File: config.mk
export PLATFORM = sky130hd
export DESIGN_NAME = k_way_sorted_merge_top_flat
export DESIGN_NICKNAME = d
export VERILOG_FILES = /design/src/rtl/kwm_pkg.sv /design/src/rtl/kwm_in_if.sv /design/src/rtl/kwm_out_if.sv /design/src/rtl/kwm_cfg_if.sv /design/src/rtl/k_way_sorted_merge_top.sv /design/src/rtl/kwm_lane_store.sv /design/src/rtl/kwm_select.sv /design/src/flat_wrapper.sv
export SDC_FILE = /design/constraint.sdc
export NUM_CORES = 2
export LEC_CHECK = 0
export ABC_AREA = 0
export BUFFER_PORTS_ARGS = -buffer_cell sky130_fd_sc_hd__buf_4
export CAP_MARGIN = 15
export CORE_MARGIN = 2
export CORE_UTILIZATION = 38
export CTS_BUF_LIST = sky130_fd_sc_hd__clkbuf_16
export DETAILED_ROUTE_END_ITERATION = 6
export PLACE_DENSITY = 0.61
export SYNTH_ARGS = -nofsm -noshare
export SYNTH_HDL_FRONTEND = slang
export SYNTH_SLANG_ARGS = --single-unit
File: constraint.sdc
create_clock -name clk -period 38.6 [get_ports clk]
set_input_delay 7.72 -clock clk [delete_from_list [all_inputs] [get_ports clk]]
set_output_delay 7.72 -clock clk [all_outputs]
set_load 0.02 [all_outputs]
File: src/rtl/kwm_pkg.sv
// ----------------------------------------------------------------------------
// kwm_pkg
// Shared codes, field widths and control types of the k-way sorted merge.
// ----------------------------------------------------------------------------
package kwm_pkg;

  // fixed field widths
  localparam int OP_W       = 2;
  localparam int LANE_W     = 4;
  localparam int STATUS_W   = 2;
  localparam int ACT_W      = 5;
  localparam int CFG_IDX_W  = 4;
  localparam int CFG_DATA_W = 8;

  // operation codes
  localparam logic [OP_W-1:0] OP_OFFER  = 2'd0;
  localparam logic [OP_W-1:0] OP_END    = 2'd1;
  localparam logic [OP_W-1:0] OP_TAKE   = 2'd2;
  localparam logic [OP_W-1:0] OP_RESCAN = 2'd3;

  // result status codes
  localparam logic [STATUS_W-1:0] ST_DELIVERED = 2'd0;
  localparam logic [STATUS_W-1:0] ST_FINISHED  = 2'd1;
  localparam logic [STATUS_W-1:0] ST_MISSING   = 2'd2;

  // register indexes
  localparam logic [CFG_IDX_W-1:0] REG_ACTIVE_LANES = 4'd0;
  localparam logic [CFG_IDX_W-1:0] REG_NULL_LEAD    = 4'd1;
  localparam logic [CFG_IDX_W-1:0] REG_DESCENDING   = 4'd2;

  // register reset values
  localparam logic [ACT_W-1:0] ACTIVE_LANES_RST = 5'd16;

  // lane state update request, one item per cycle unless a take is stalled
  typedef struct packed {
    logic offer;    // write the addressed lane's head
    logic finish;   // mark the addressed lane ended
    logic clear;    // drop all heads and end marks
    logic consume;  // drop the winning lane's head
  } kwm_upd_t;

endpackage

File: src/rtl/kwm_in_if.sv
// ----------------------------------------------------------------------------
// kwm_in_if
// Request channel: operation, lane and offered record.
// ----------------------------------------------------------------------------
interface kwm_in_if
  import kwm_pkg::*;
#(
  parameter int KEY_BITS = 32,
  parameter int TAG_BITS = 16
) ();
  logic                valid;
  logic                ready;
  logic [OP_W-1:0]     operation;
  logic [LANE_W-1:0]   lane;
  logic [KEY_BITS-1:0] record_key;
  logic                record_null;
  logic [TAG_BITS-1:0] record_tag;

  modport source (output valid, operation, lane, record_key, record_null, record_tag,
                  input ready);
  modport sink   (input valid, operation, lane, record_key, record_null, record_tag,
                  output ready);
endinterface

File: src/rtl/kwm_out_if.sv
// ----------------------------------------------------------------------------
// kwm_out_if
// Result channel: status, winning lane and delivered record.
// ----------------------------------------------------------------------------
interface kwm_out_if
  import kwm_pkg::*;
#(
  parameter int KEY_BITS = 32,
  parameter int TAG_BITS = 16
) ();
  logic                valid;
  logic                ready;
  logic [STATUS_W-1:0] status;
  logic [LANE_W-1:0]   winner_lane;
  logic [KEY_BITS-1:0] out_key;
  logic                out_null;
  logic [TAG_BITS-1:0] out_tag;

  modport source (output valid, status, winner_lane, out_key, out_null, out_tag,
                  input ready);
  modport sink   (input valid, status, winner_lane, out_key, out_null, out_tag,
                  output ready);
endinterface

File: src/rtl/kwm_cfg_if.sv
// ----------------------------------------------------------------------------
// kwm_cfg_if
// Register write channel: index and data.
// ----------------------------------------------------------------------------
interface kwm_cfg_if
  import kwm_pkg::*;
();
  logic                  valid;
  logic                  ready;
  logic [CFG_IDX_W-1:0]  index;
  logic [CFG_DATA_W-1:0] data;

  modport source (output valid, index, data, input ready);
  modport sink   (input valid, index, data, output ready);
endinterface

File: src/rtl/k_way_sorted_merge_top.sv
// ----------------------------------------------------------------------------
// k_way_sorted_merge_top
// Path: a take is held in the input register, then its result is loaded
//   into the result register.
// Throughput: one item per cycle; set by the combinational min tree over the
//   head registers, whose outcome updates the lane state at the same edge.
//   A take waits in the input register while an earlier result is stalled.
// Reset (rst_n, synchronous): clears end marks and all valid flags, the
//   channel ones too, and restores register defaults; no payload is reset.
// ----------------------------------------------------------------------------
module k_way_sorted_merge_top
  import kwm_pkg::*;
#(
  parameter int LANES    = 16,
  parameter int KEY_BITS = 32,
  parameter int TAG_BITS = 16
) (
  input  logic      clk,
  input  logic      rst_n,
  kwm_in_if.sink    in_ch,
  kwm_out_if.source out_ch,
  kwm_cfg_if.sink   cfg_ch
);

  localparam int LIDX_W = $clog2(LANES);

  // configuration registers
  logic [ACT_W-1:0] active_r;
  logic             null_lead_r;
  logic             descending_r;

  // input register
  logic                in_vld_r;
  logic [OP_W-1:0]     op_r;
  logic [LANE_W-1:0]   lane_r;
  logic [KEY_BITS-1:0] key_r;
  logic                null_r;
  logic [TAG_BITS-1:0] tag_r;

  // result register
  logic                out_vld_r;
  logic [STATUS_W-1:0] status_r, status_nxt;
  logic [LANE_W-1:0]   winner_r, winner_nxt;
  logic [KEY_BITS-1:0] okey_r, okey_nxt;
  logic                onull_r, onull_nxt;
  logic [TAG_BITS-1:0] otag_r, otag_nxt;

  logic                is_take;
  logic                advance;
  logic                lane_ok;
  logic [LIDX_W+LANE_W-1:0] lane_wide;
  logic [LIDX_W-1:0]   lane_idx;
  kwm_upd_t            upd;

  logic [KEY_BITS-1:0] head_key [LANES];
  logic [LANES-1:0]    head_null;
  logic [LANES-1:0]    head_valid;
  logic [LANES-1:0]    lane_done;
  logic                miss_any;
  logic [LIDX_W-1:0]   miss_lane;
  logic                found;
  logic [LIDX_W-1:0]   win_lane;
  logic [KEY_BITS-1:0] win_key;
  logic                win_null;
  logic [TAG_BITS-1:0] win_tag;
  logic [LIDX_W+LANE_W-1:0] miss_wide;
  logic [LIDX_W+LANE_W-1:0] win_wide;

  // register writes
  assign cfg_ch.ready = 1'b1;

  always_ff @(posedge clk) begin
    if (!rst_n) begin
      active_r     <= ACTIVE_LANES_RST;
      null_lead_r  <= 1'b0;
      descending_r <= 1'b0;
    end else if (cfg_ch.valid) begin
      case (cfg_ch.index)
        REG_ACTIVE_LANES: active_r     <= cfg_ch.data[ACT_W-1:0];
        REG_NULL_LEAD:    null_lead_r  <= cfg_ch.data[0];
        REG_DESCENDING:   descending_r <= cfg_ch.data[0];
        default:          ;
      endcase
    end
  end

  // the held item moves on unless it is a take blocked by a full result
  assign is_take     = (op_r == OP_TAKE);
  assign advance     = in_vld_r & (~is_take | ~out_vld_r | out_ch.ready);
  assign in_ch.ready = ~in_vld_r | advance;

  always_ff @(posedge clk) begin
    if (!rst_n) begin
      in_vld_r <= 1'b0;
    end else if (in_ch.valid && in_ch.ready) begin
      in_vld_r <= 1'b1;
    end else if (advance) begin
      in_vld_r <= 1'b0;
    end
  end

  always_ff @(posedge clk) begin
    if (in_ch.valid && in_ch.ready) begin
      op_r   <= in_ch.operation;
      lane_r <= in_ch.lane;
      key_r  <= in_ch.record_key;
      null_r <= in_ch.record_null;
      tag_r  <= in_ch.record_tag;
    end
  end

  // lane address, out-of-range lanes are ignored
  assign lane_ok   = (32'(lane_r) < LANES);
  assign lane_wide = {{LIDX_W{1'b0}}, lane_r};
  assign lane_idx  = lane_wide[LIDX_W-1:0];

  always_comb begin
    upd         = '0;
    upd.offer   = advance & (op_r == OP_OFFER) & lane_ok;
    upd.finish  = advance & (op_r == OP_END) & lane_ok;
    upd.clear   = advance & (op_r == OP_RESCAN);
    upd.consume = advance & is_take & ~miss_any & found;
  end

  kwm_lane_store #(
    .LANES(LANES), .KEY_BITS(KEY_BITS), .TAG_BITS(TAG_BITS), .LIDX_W(LIDX_W)
  ) u_store (
    .clk        (clk),
    .rst_n      (rst_n),
    .upd        (upd),
    .wr_lane    (lane_idx),
    .wr_key     (key_r),
    .wr_null    (null_r),
    .wr_tag     (tag_r),
    .win_lane   (win_lane),
    .head_key   (head_key),
    .head_null  (head_null),
    .head_valid (head_valid),
    .lane_done  (lane_done),
    .win_tag    (win_tag)
  );

  kwm_select #(
    .LANES(LANES), .KEY_BITS(KEY_BITS), .LIDX_W(LIDX_W)
  ) u_select (
    .active_lanes (active_r),
    .null_lead    (null_lead_r),
    .descending   (descending_r),
    .head_key     (head_key),
    .head_null    (head_null),
    .head_valid   (head_valid),
    .lane_done    (lane_done),
    .miss_any     (miss_any),
    .miss_lane    (miss_lane),
    .found        (found),
    .win_lane     (win_lane),
    .win_key      (win_key),
    .win_null     (win_null)
  );

  // result fields
  assign miss_wide = {{LANE_W{1'b0}}, miss_lane};
  assign win_wide  = {{LANE_W{1'b0}}, win_lane};

  always_comb begin
    status_nxt = ST_DELIVERED;
    winner_nxt = '0;
    okey_nxt   = '0;
    onull_nxt  = 1'b0;
    otag_nxt   = '0;
    if (miss_any) begin
      status_nxt = ST_MISSING;
      winner_nxt = miss_wide[LANE_W-1:0];
    end else if (!found) begin
      status_nxt = ST_FINISHED;
    end else begin
      winner_nxt = win_wide[LANE_W-1:0];
      okey_nxt   = win_key;
      onull_nxt  = win_null;
      otag_nxt   = win_tag;
    end
  end

  always_ff @(posedge clk) begin
    if (!rst_n) begin
      out_vld_r <= 1'b0;
    end else if (advance && is_take) begin
      out_vld_r <= 1'b1;
    end else if (out_ch.ready) begin
      out_vld_r <= 1'b0;
    end
  end

  always_ff @(posedge clk) begin
    if (advance && is_take) begin
      status_r <= status_nxt;
      winner_r <= winner_nxt;
      okey_r   <= okey_nxt;
      onull_r  <= onull_nxt;
      otag_r   <= otag_nxt;
    end
  end

  assign out_ch.valid       = out_vld_r;
  assign out_ch.status      = status_r;
  assign out_ch.winner_lane = winner_r;
  assign out_ch.out_key     = okey_r;
  assign out_ch.out_null    = onull_r;
  assign out_ch.out_tag     = otag_r;

endmodule

File: src/rtl/kwm_lane_store.sv
// ----------------------------------------------------------------------------
// kwm_lane_store
// Per-lane head registers with valid and end marks; reads the winner's tag.
// ----------------------------------------------------------------------------
module kwm_lane_store
  import kwm_pkg::*;
#(
  parameter int LANES    = 16,
  parameter int KEY_BITS = 32,
  parameter int TAG_BITS = 16,
  parameter int LIDX_W   = $clog2(LANES)
) (
  input  logic                clk,
  input  logic                rst_n,
  input  kwm_upd_t            upd,
  input  logic [LIDX_W-1:0]   wr_lane,
  input  logic [KEY_BITS-1:0] wr_key,
  input  logic                wr_null,
  input  logic [TAG_BITS-1:0] wr_tag,
  input  logic [LIDX_W-1:0]   win_lane,
  output logic [KEY_BITS-1:0] head_key   [LANES],
  output logic [LANES-1:0]    head_null,
  output logic [LANES-1:0]    head_valid,
  output logic [LANES-1:0]    lane_done,
  output logic [TAG_BITS-1:0] win_tag
);

  logic [KEY_BITS-1:0] key_r  [LANES];
  logic [TAG_BITS-1:0] tag_r  [LANES];
  logic [LANES-1:0]    null_r;
  logic [LANES-1:0]    valid_r;
  logic [LANES-1:0]    done_r;

  // lane control flags
  always_ff @(posedge clk) begin
    if (!rst_n) begin
      valid_r <= '0;
      done_r  <= '0;
    end else if (upd.clear) begin
      valid_r <= '0;
      done_r  <= '0;
    end else begin
      if (upd.offer) begin
        valid_r[wr_lane] <= 1'b1;
        done_r[wr_lane]  <= 1'b0;
      end
      if (upd.finish) begin
        valid_r[wr_lane] <= 1'b0;
        done_r[wr_lane]  <= 1'b1;
      end
      if (upd.consume) begin
        valid_r[win_lane] <= 1'b0;
      end
    end
  end

  // head payload, no reset
  always_ff @(posedge clk) begin
    if (upd.offer) begin
      key_r[wr_lane]  <= wr_key;
      null_r[wr_lane] <= wr_null;
      tag_r[wr_lane]  <= wr_tag;
    end
  end

  assign head_key   = key_r;
  assign head_null  = null_r;
  assign head_valid = valid_r;
  assign lane_done  = done_r;
  assign win_tag    = tag_r[win_lane];

endmodule

File: src/rtl/kwm_select.sv
// ----------------------------------------------------------------------------
// kwm_select
// Finds the lowest missing lane and the first head in merge order.
// ----------------------------------------------------------------------------
module kwm_select
  import kwm_pkg::*;
#(
  parameter int LANES    = 16,
  parameter int KEY_BITS = 32,
  parameter int LIDX_W   = $clog2(LANES)
) (
  input  logic [ACT_W-1:0]    active_lanes,
  input  logic                null_lead,
  input  logic                descending,
  input  logic [KEY_BITS-1:0] head_key   [LANES],
  input  logic [LANES-1:0]    head_null,
  input  logic [LANES-1:0]    head_valid,
  input  logic [LANES-1:0]    lane_done,
  output logic                miss_any,
  output logic [LIDX_W-1:0]   miss_lane,
  output logic                found,
  output logic [LIDX_W-1:0]   win_lane,
  output logic [KEY_BITS-1:0] win_key,
  output logic                win_null
);

  localparam int LEAVES = 1 << LIDX_W;

  typedef struct packed {
    logic                vld;
    logic                nul;
    logic [KEY_BITS-1:0] key;
    logic [LIDX_W-1:0]   idx;
  } node_t;

  logic [LANES-1:0] act;
  logic [LANES-1:0] miss;
  node_t            node [1:2*LEAVES-1];

  // true if b goes strictly before a
  function automatic logic goes_first(node_t b, node_t a, logic nf, logic desc);
    logic res;
    if (b.nul || a.nul) begin
      if (b.nul && a.nul) res = 1'b0;
      else                res = b.nul ? nf : !nf;
    end else if (b.key == a.key) begin
      res = 1'b0;
    end else begin
      res = desc ? (b.key > a.key) : (b.key < a.key);
    end
    return res;
  endfunction

  // leaves: active lanes holding a head
  for (genvar i = 0; i < LEAVES; i++) begin : g_leaf
    if (i < LANES) begin : g_real
      assign act[i]  = (32'(i) < 32'(active_lanes));
      assign miss[i] = act[i] & ~head_valid[i] & ~lane_done[i];
      assign node[LEAVES+i] = '{vld: head_valid[i] & act[i], nul: head_null[i],
                                key: head_key[i], idx: LIDX_W'(i)};
    end else begin : g_pad
      assign node[LEAVES+i] = '{vld: 1'b0, nul: 1'b0, key: '0, idx: '0};
    end
  end

  // min tree, lower lane keeps ties
  for (genvar n = LEAVES - 1; n >= 1; n--) begin : g_node
    assign node[n] = (node[2*n+1].vld &&
                      (!node[2*n].vld ||
                       goes_first(node[2*n+1], node[2*n], null_lead, descending)))
                     ? node[2*n+1] : node[2*n];
  end

  // lowest lane missing its head
  always_comb begin
    miss_any  = 1'b0;
    miss_lane = '0;
    for (int i = LANES - 1; i >= 0; i--) begin
      if (miss[i]) begin
        miss_any  = 1'b1;
        miss_lane = LIDX_W'(i);
      end
    end
  end

  assign found    = node[1].vld;
  assign win_lane = node[1].idx;
  assign win_key  = node[1].key;
  assign win_null = node[1].nul;

endmodule

File: src/flat_wrapper.sv
// flat-port wrapper written by rule: the top's interface ports become plain ports
module k_way_sorted_merge_top_flat import kwm_pkg::*;
#(
  parameter int LANES    = 16,
  parameter int KEY_BITS = 32,
  parameter int TAG_BITS = 16
)
  (clk, rst_n, in_ch_valid, in_ch_operation, in_ch_lane, in_ch_record_key, in_ch_record_null, in_ch_record_tag, in_ch_ready, out_ch_valid, out_ch_status, out_ch_winner_lane, out_ch_out_key, out_ch_out_null, out_ch_out_tag, out_ch_ready, cfg_ch_valid, cfg_ch_index, cfg_ch_data, cfg_ch_ready);
  kwm_in_if #(.KEY_BITS(KEY_BITS), .TAG_BITS(TAG_BITS)) in_ch_i ();
  kwm_out_if #(.KEY_BITS(KEY_BITS), .TAG_BITS(TAG_BITS)) out_ch_i ();
  kwm_cfg_if cfg_ch_i ();
  input  logic clk;
  input  logic rst_n;
  input wire logic [$bits(in_ch_i.valid)-1:0] in_ch_valid;
  input wire logic [$bits(in_ch_i.operation)-1:0] in_ch_operation;
  input wire logic [$bits(in_ch_i.lane)-1:0] in_ch_lane;
  input wire logic [$bits(in_ch_i.record_key)-1:0] in_ch_record_key;
  input wire logic [$bits(in_ch_i.record_null)-1:0] in_ch_record_null;
  input wire logic [$bits(in_ch_i.record_tag)-1:0] in_ch_record_tag;
  output wire logic [$bits(in_ch_i.ready)-1:0] in_ch_ready;
  output wire logic [$bits(out_ch_i.valid)-1:0] out_ch_valid;
  output wire logic [$bits(out_ch_i.status)-1:0] out_ch_status;
  output wire logic [$bits(out_ch_i.winner_lane)-1:0] out_ch_winner_lane;
  output wire logic [$bits(out_ch_i.out_key)-1:0] out_ch_out_key;
  output wire logic [$bits(out_ch_i.out_null)-1:0] out_ch_out_null;
  output wire logic [$bits(out_ch_i.out_tag)-1:0] out_ch_out_tag;
  input wire logic [$bits(out_ch_i.ready)-1:0] out_ch_ready;
  input wire logic [$bits(cfg_ch_i.valid)-1:0] cfg_ch_valid;
  input wire logic [$bits(cfg_ch_i.index)-1:0] cfg_ch_index;
  input wire logic [$bits(cfg_ch_i.data)-1:0] cfg_ch_data;
  output wire logic [$bits(cfg_ch_i.ready)-1:0] cfg_ch_ready;
  assign in_ch_i.valid = in_ch_valid;
  assign in_ch_i.operation = in_ch_operation;
  assign in_ch_i.lane = in_ch_lane;
  assign in_ch_i.record_key = in_ch_record_key;
  assign in_ch_i.record_null = in_ch_record_null;
  assign in_ch_i.record_tag = in_ch_record_tag;
  assign in_ch_ready = in_ch_i.ready;
  assign out_ch_valid = out_ch_i.valid;
  assign out_ch_status = out_ch_i.status;
  assign out_ch_winner_lane = out_ch_i.winner_lane;
  assign out_ch_out_key = out_ch_i.out_key;
  assign out_ch_out_null = out_ch_i.out_null;
  assign out_ch_out_tag = out_ch_i.out_tag;
  assign out_ch_i.ready = out_ch_ready;
  assign cfg_ch_i.valid = cfg_ch_valid;
  assign cfg_ch_i.index = cfg_ch_index;
  assign cfg_ch_i.data = cfg_ch_data;
  assign cfg_ch_ready = cfg_ch_i.ready;
  k_way_sorted_merge_top #(.LANES(LANES), .KEY_BITS(KEY_BITS), .TAG_BITS(TAG_BITS)) u_core (.clk(clk), .rst_n(rst_n), .in_ch(in_ch_i), .out_ch(out_ch_i), .cfg_ch(cfg_ch_i));
endmodule
==> impl_metrics.env <==
export IMPL_start_kind="register"
export IMPL_synth_area_leaders="edfxtp_1 (54%), ha_1 (12%), mux2i_1 (3.9%)"
export IMPL_die_h_um=365
export IMPL_cts_hold_buf=0
export IMPL_grt_use_total_pct=21.1
export IMPL_period_share_pct=49.1
export IMPL_hold_violations=0
export IMPL_ioPinCount=130
export IMPL_antenna_found_initial=4
export IMPL_cpMaxStageDelayCell="mux2i_4"
export IMPL_setup_viol_count_final=0
export IMPL_die_area_um2=133000
export IMPL_dr_first_iter_drc_count=2845
export IMPL_cts_tree="built"
export IMPL_path_clk_slew_ns=0.06
export IMPL_tns_ns=0
export IMPL_status="complete, no violations"
export IMPL_fmax_mhz=52.8
export IMPL_slowest_delay_ns=1.02
export IMPL_grt_pass1_vias=32700
export IMPL_crit_top_cell="nor3_1"
export IMPL_p_leak_nw=22.1
export IMPL_drive_above_1_share_pct=12.3
export IMPL_htree_levels=3
export IMPL_first_pass_iters=6
export IMPL_regArea_um2=27700
export IMPL_drt_total_wl_mm=141
export IMPL_clk_latency_ns=0.74
export IMPL_p_comb_share_pct=2.4
export IMPL_clockRootBuffer="clkbuf_16"
export IMPL_end_kind="register"
export IMPL_grt_max_degree=70
export IMPL_place_congestion=0.920
export IMPL_synthArstFlopShare_pct=0
export IMPL_cts_made_buffers=103
export IMPL_yosysSeqAreaShare_pct=56.0
export IMPL_drv_slew=0
export IMPL_ys_flop_type="edfxtp_1"
export IMPL_synth_edf_count=894
export IMPL_rsz0062_at_grt="no"
export IMPL_cts_sinks=935
export IMPL_tightestPinTransition_ns=1.34
export IMPL_core_area_um2=129000
export IMPL_die_w_um=365
export IMPL_yosysTopAreaCellShare_pct=54.3
export IMPL_postSynthAreaPerCell_um2=12.2
export IMPL_internal_power_w=0.00168
export IMPL_syn_to_final_growth_pct=13.2
export IMPL_dp_hpwl_mm=99.2
export IMPL_multi_input_area_um2=20100
export IMPL_synth_cell_types=95
export IMPL_nets=4751
export IMPL_worstSetupPathType="register to register"
export IMPL_yosysWarnings=0
export IMPL_utilization_pct=43.2
export IMPL_postCtsSetupRepairBufs=0
export IMPL_period_needed_ns=18.95
export IMPL_synth_area_um2=49400
export IMPL_p_seq_share_pct=53.0
export IMPL_min_path_type="register to register"
export IMPL_crit_fanout=65
export IMPL_overflow=0
export IMPL_skew_ns=0.0543
export IMPL_io_buffers=125
export IMPL_switching_power_w=0.000466
export IMPL_worstPathRequired_ns=39.05
export IMPL_relSlewSlack_pct=10.4
export IMPL_crit_arrival_ns=19.40
export IMPL_clkPwrFrac_pct=44.6
export IMPL_wl_per_cell_um=23.4
export IMPL_maxCapViolCount=0
export IMPL_row_count=132
export IMPL_cts_resized=0
export IMPL_start_util_pct=38.2
export IMPL_grt_pass1_wl_mm=207
export IMPL_syn_nets=4607
export IMPL_viasPerCell=5.53
export IMPL_final_fill_count=11900
export IMPL_cts_buffer_depth=3
export IMPL_via_count=33300
export IMPL_final_antenna_net_count=0
export IMPL_ir_drop_mv=0.0338
export IMPL_netlist_instances=4055
export IMPL_synth_seq_cells=935
export IMPL_p_sw_share_pct=21.8
export IMPL_yosysTopAreaCell="edfxtp_1"
export IMPL_p_per_area_nw_per_um2=38.3
export IMPL_drc_errors=0
worst max-delay path: cells and delay by family, from the launching register on:
family                   cells  cell delay, ns
AND/OR/NAND/NOR             17            4.67
buffers and inverters        5            2.52
adder cells (fa/ha/maj)      4            1.25
flip-flops                   1            0.39
multiplexers                 4            2.20
AO/OA/AOI/OAI               20            7.25
XOR/XNOR                     1            0.18
per-stage QoR:
| step | instance area, um^2 | hold WS [ns] | std cells | power [W] | worst slack (ns) |
|---|---|---|---|---|---|
| 2_1_floorplan | 49400 | 0.450 | 4055 | 0.00118 | 22.73 |
| 3_3_place_gp | 52600 | 0.469 | 5835 | 0.00121 | 19.68 |
| 3_5_place_dp | 52600 | 0.471 | 5836 | 0.00121 | 19.60 |
| 4_1_cts | 55900 | 0.482 | 6027 | 0.00216 | 19.51 |
| 5_1_grt | 55900 | 0.502 | 6027 | 0.00221 | 19.01 |
| 6_report | 55900 | 0.488 | 6029 | 0.00214 | 19.65 |
kinds of logic (layout without fill, tap and decap cells):
| group | after synthesis | count (layout) | synth area share (%) |
|---|---|---|---|
| xor gates and xnor gates | 4 | 4 | 0.0709 |
| DFF | 935 | 935 | 56.0 |
| and+or+nand+nor | 854 | 854 | 8.17 |
| adders and majority gates | 480 | 480 | 12.2 |
| other | 1 | 3 | 0.00759 |
| buffers and inverters | 497 | 727 | 3.94 |
| AOI/OAI and AO/OA | 952 | 952 | 12.6 |
| muxes | 332 | 332 | 7.08 |
layer usage:
metal,track usage (%),vias to the layer above,share of wire (%)
li1,-,15700,-
met1,27.8,16400,43
met2,35.0,971,47
met3,3.35,210,6.3
met4,7.66,0,3.4
met5,0,-,0
cell type report:
type / instances / area share, %
timing repair buffer: 177 / 2.37
inverter: 359 / 2.41
clock inverter: 87 / 1.29
sequential: 935 / 49.5
antenna: 2 / 0.00895
clock buffer: 104 / 4.65
multi-input combinational: 2623 / 35.9
tap: 1742 / 3.90
cell usage in the layout (no fill, tap or decap), drive strengths merged, types with 8 or more instances in the layout:
cell type	count
a31o	8
a21o	77
nand2	200
nand4	96
nand2b	23
clkinv	52
a221o	14
inv	381
nor3	39
nand3	50
a221oi	9
mux2	138
a31oi	9
dfxtp	41
clkbuf	104
nor2b	26
ha	480
and3	14
a211oi	61
o221ai	24
buf	177
a22oi	22
and2	14
o211ai	38
o21ai	164
mux2i	194
a222oi	40
or2	15
o31ai	18
o21a	17
edfxtp	894
nor4	24
or3	16
o22ai	17
a22o	10
a21oi	359
nor2	308
final timing paths:
check                                                        startpoint                                       to  slack [ns]  depth (start not counted)
worst min-delay path            u_core.u_store.lane_done[15]$_SDFF_PP0_  u_core.u_store.lane_done[15]$_SDFF_PP0_        0.49                          2
worst max-delay path             u_core.u_store.head_key[409]$_DFFE_PP_   u_core.out_ch.out_tag[5]$_SDFFCE_PP0P_       19.65                         51
worst max register to register   u_core.u_store.head_key[409]$_DFFE_PP_   u_core.out_ch.out_tag[5]$_SDFFCE_PP0P_       19.65                         51
worst min register to register  u_core.u_store.lane_done[15]$_SDFF_PP0_  u_core.u_store.lane_done[15]$_SDFF_PP0_        0.49                          2
power by group through the flow:
stage	clock (W)	combinational [W]	sequential, W
floorplan	0	0.0000286	0.00115
global placement	0	0.0000506	0.00116
detailed placement	0	0.0000513	0.00116
CTS	0.000976	0.0000515	0.00114
global route	0.00102	0.0000563	0.00114
finish	0.000956	0.0000513	0.00114
registers in the layout, summed over array words and instances, names as in the netlist:
| name | flops |
|---|---|
| u_core.active_r | 5 |
| u_core.descending_r | 1 |
| u_core.in_vld_r | 1 |
| u_core.key_r | 32 |
| u_core.lane_idx | 4 |
| u_core.null_lead_r | 1 |
| u_core.null_r | 1 |
| u_core.op_r | 2 |
| u_core.out_ch.out_key | 32 |
| u_core.out_ch.out_null | 1 |
| u_core.out_ch.out_tag | 16 |
| u_core.out_ch.status | 2 |
| u_core.out_ch.valid | 1 |
| u_core.out_ch.winner_lane | 4 |
| u_core.tag_r | 16 |
| u_core.u_store.head_key | 512 |
| u_core.u_store.head_null | 16 |
| u_core.u_store.head_valid | 16 |
| u_core.u_store.lane_done | 16 |
| u_core.u_store.tag_r | 256 |
synthesized netlist by cell type, drive strengths merged, types with 8 or more instances:
cell      n
a21oi   359
or2      15
a22oi    22
edfxtp  894
a221o    14
a31oi     9
o221ai   24
a31o      8
or3      16
a221oi    9
nand2b   23
and3     14
nor2b    26
ha      480
nand2   200
mux2i   194
buf      47
mux2    138
o22ai    17
dfxtp    41
nor4     24
clkbuf   91
o211ai   38
nand4    96
a21o     77
nor2    308
inv     359
o21ai   164
a222oi   40
a22o     10
nor3     39
nand3    50
o21a     17
a211oi   61
and2     14
o31ai    18
No activity file was read; power rests on OpenSTA's default activity.
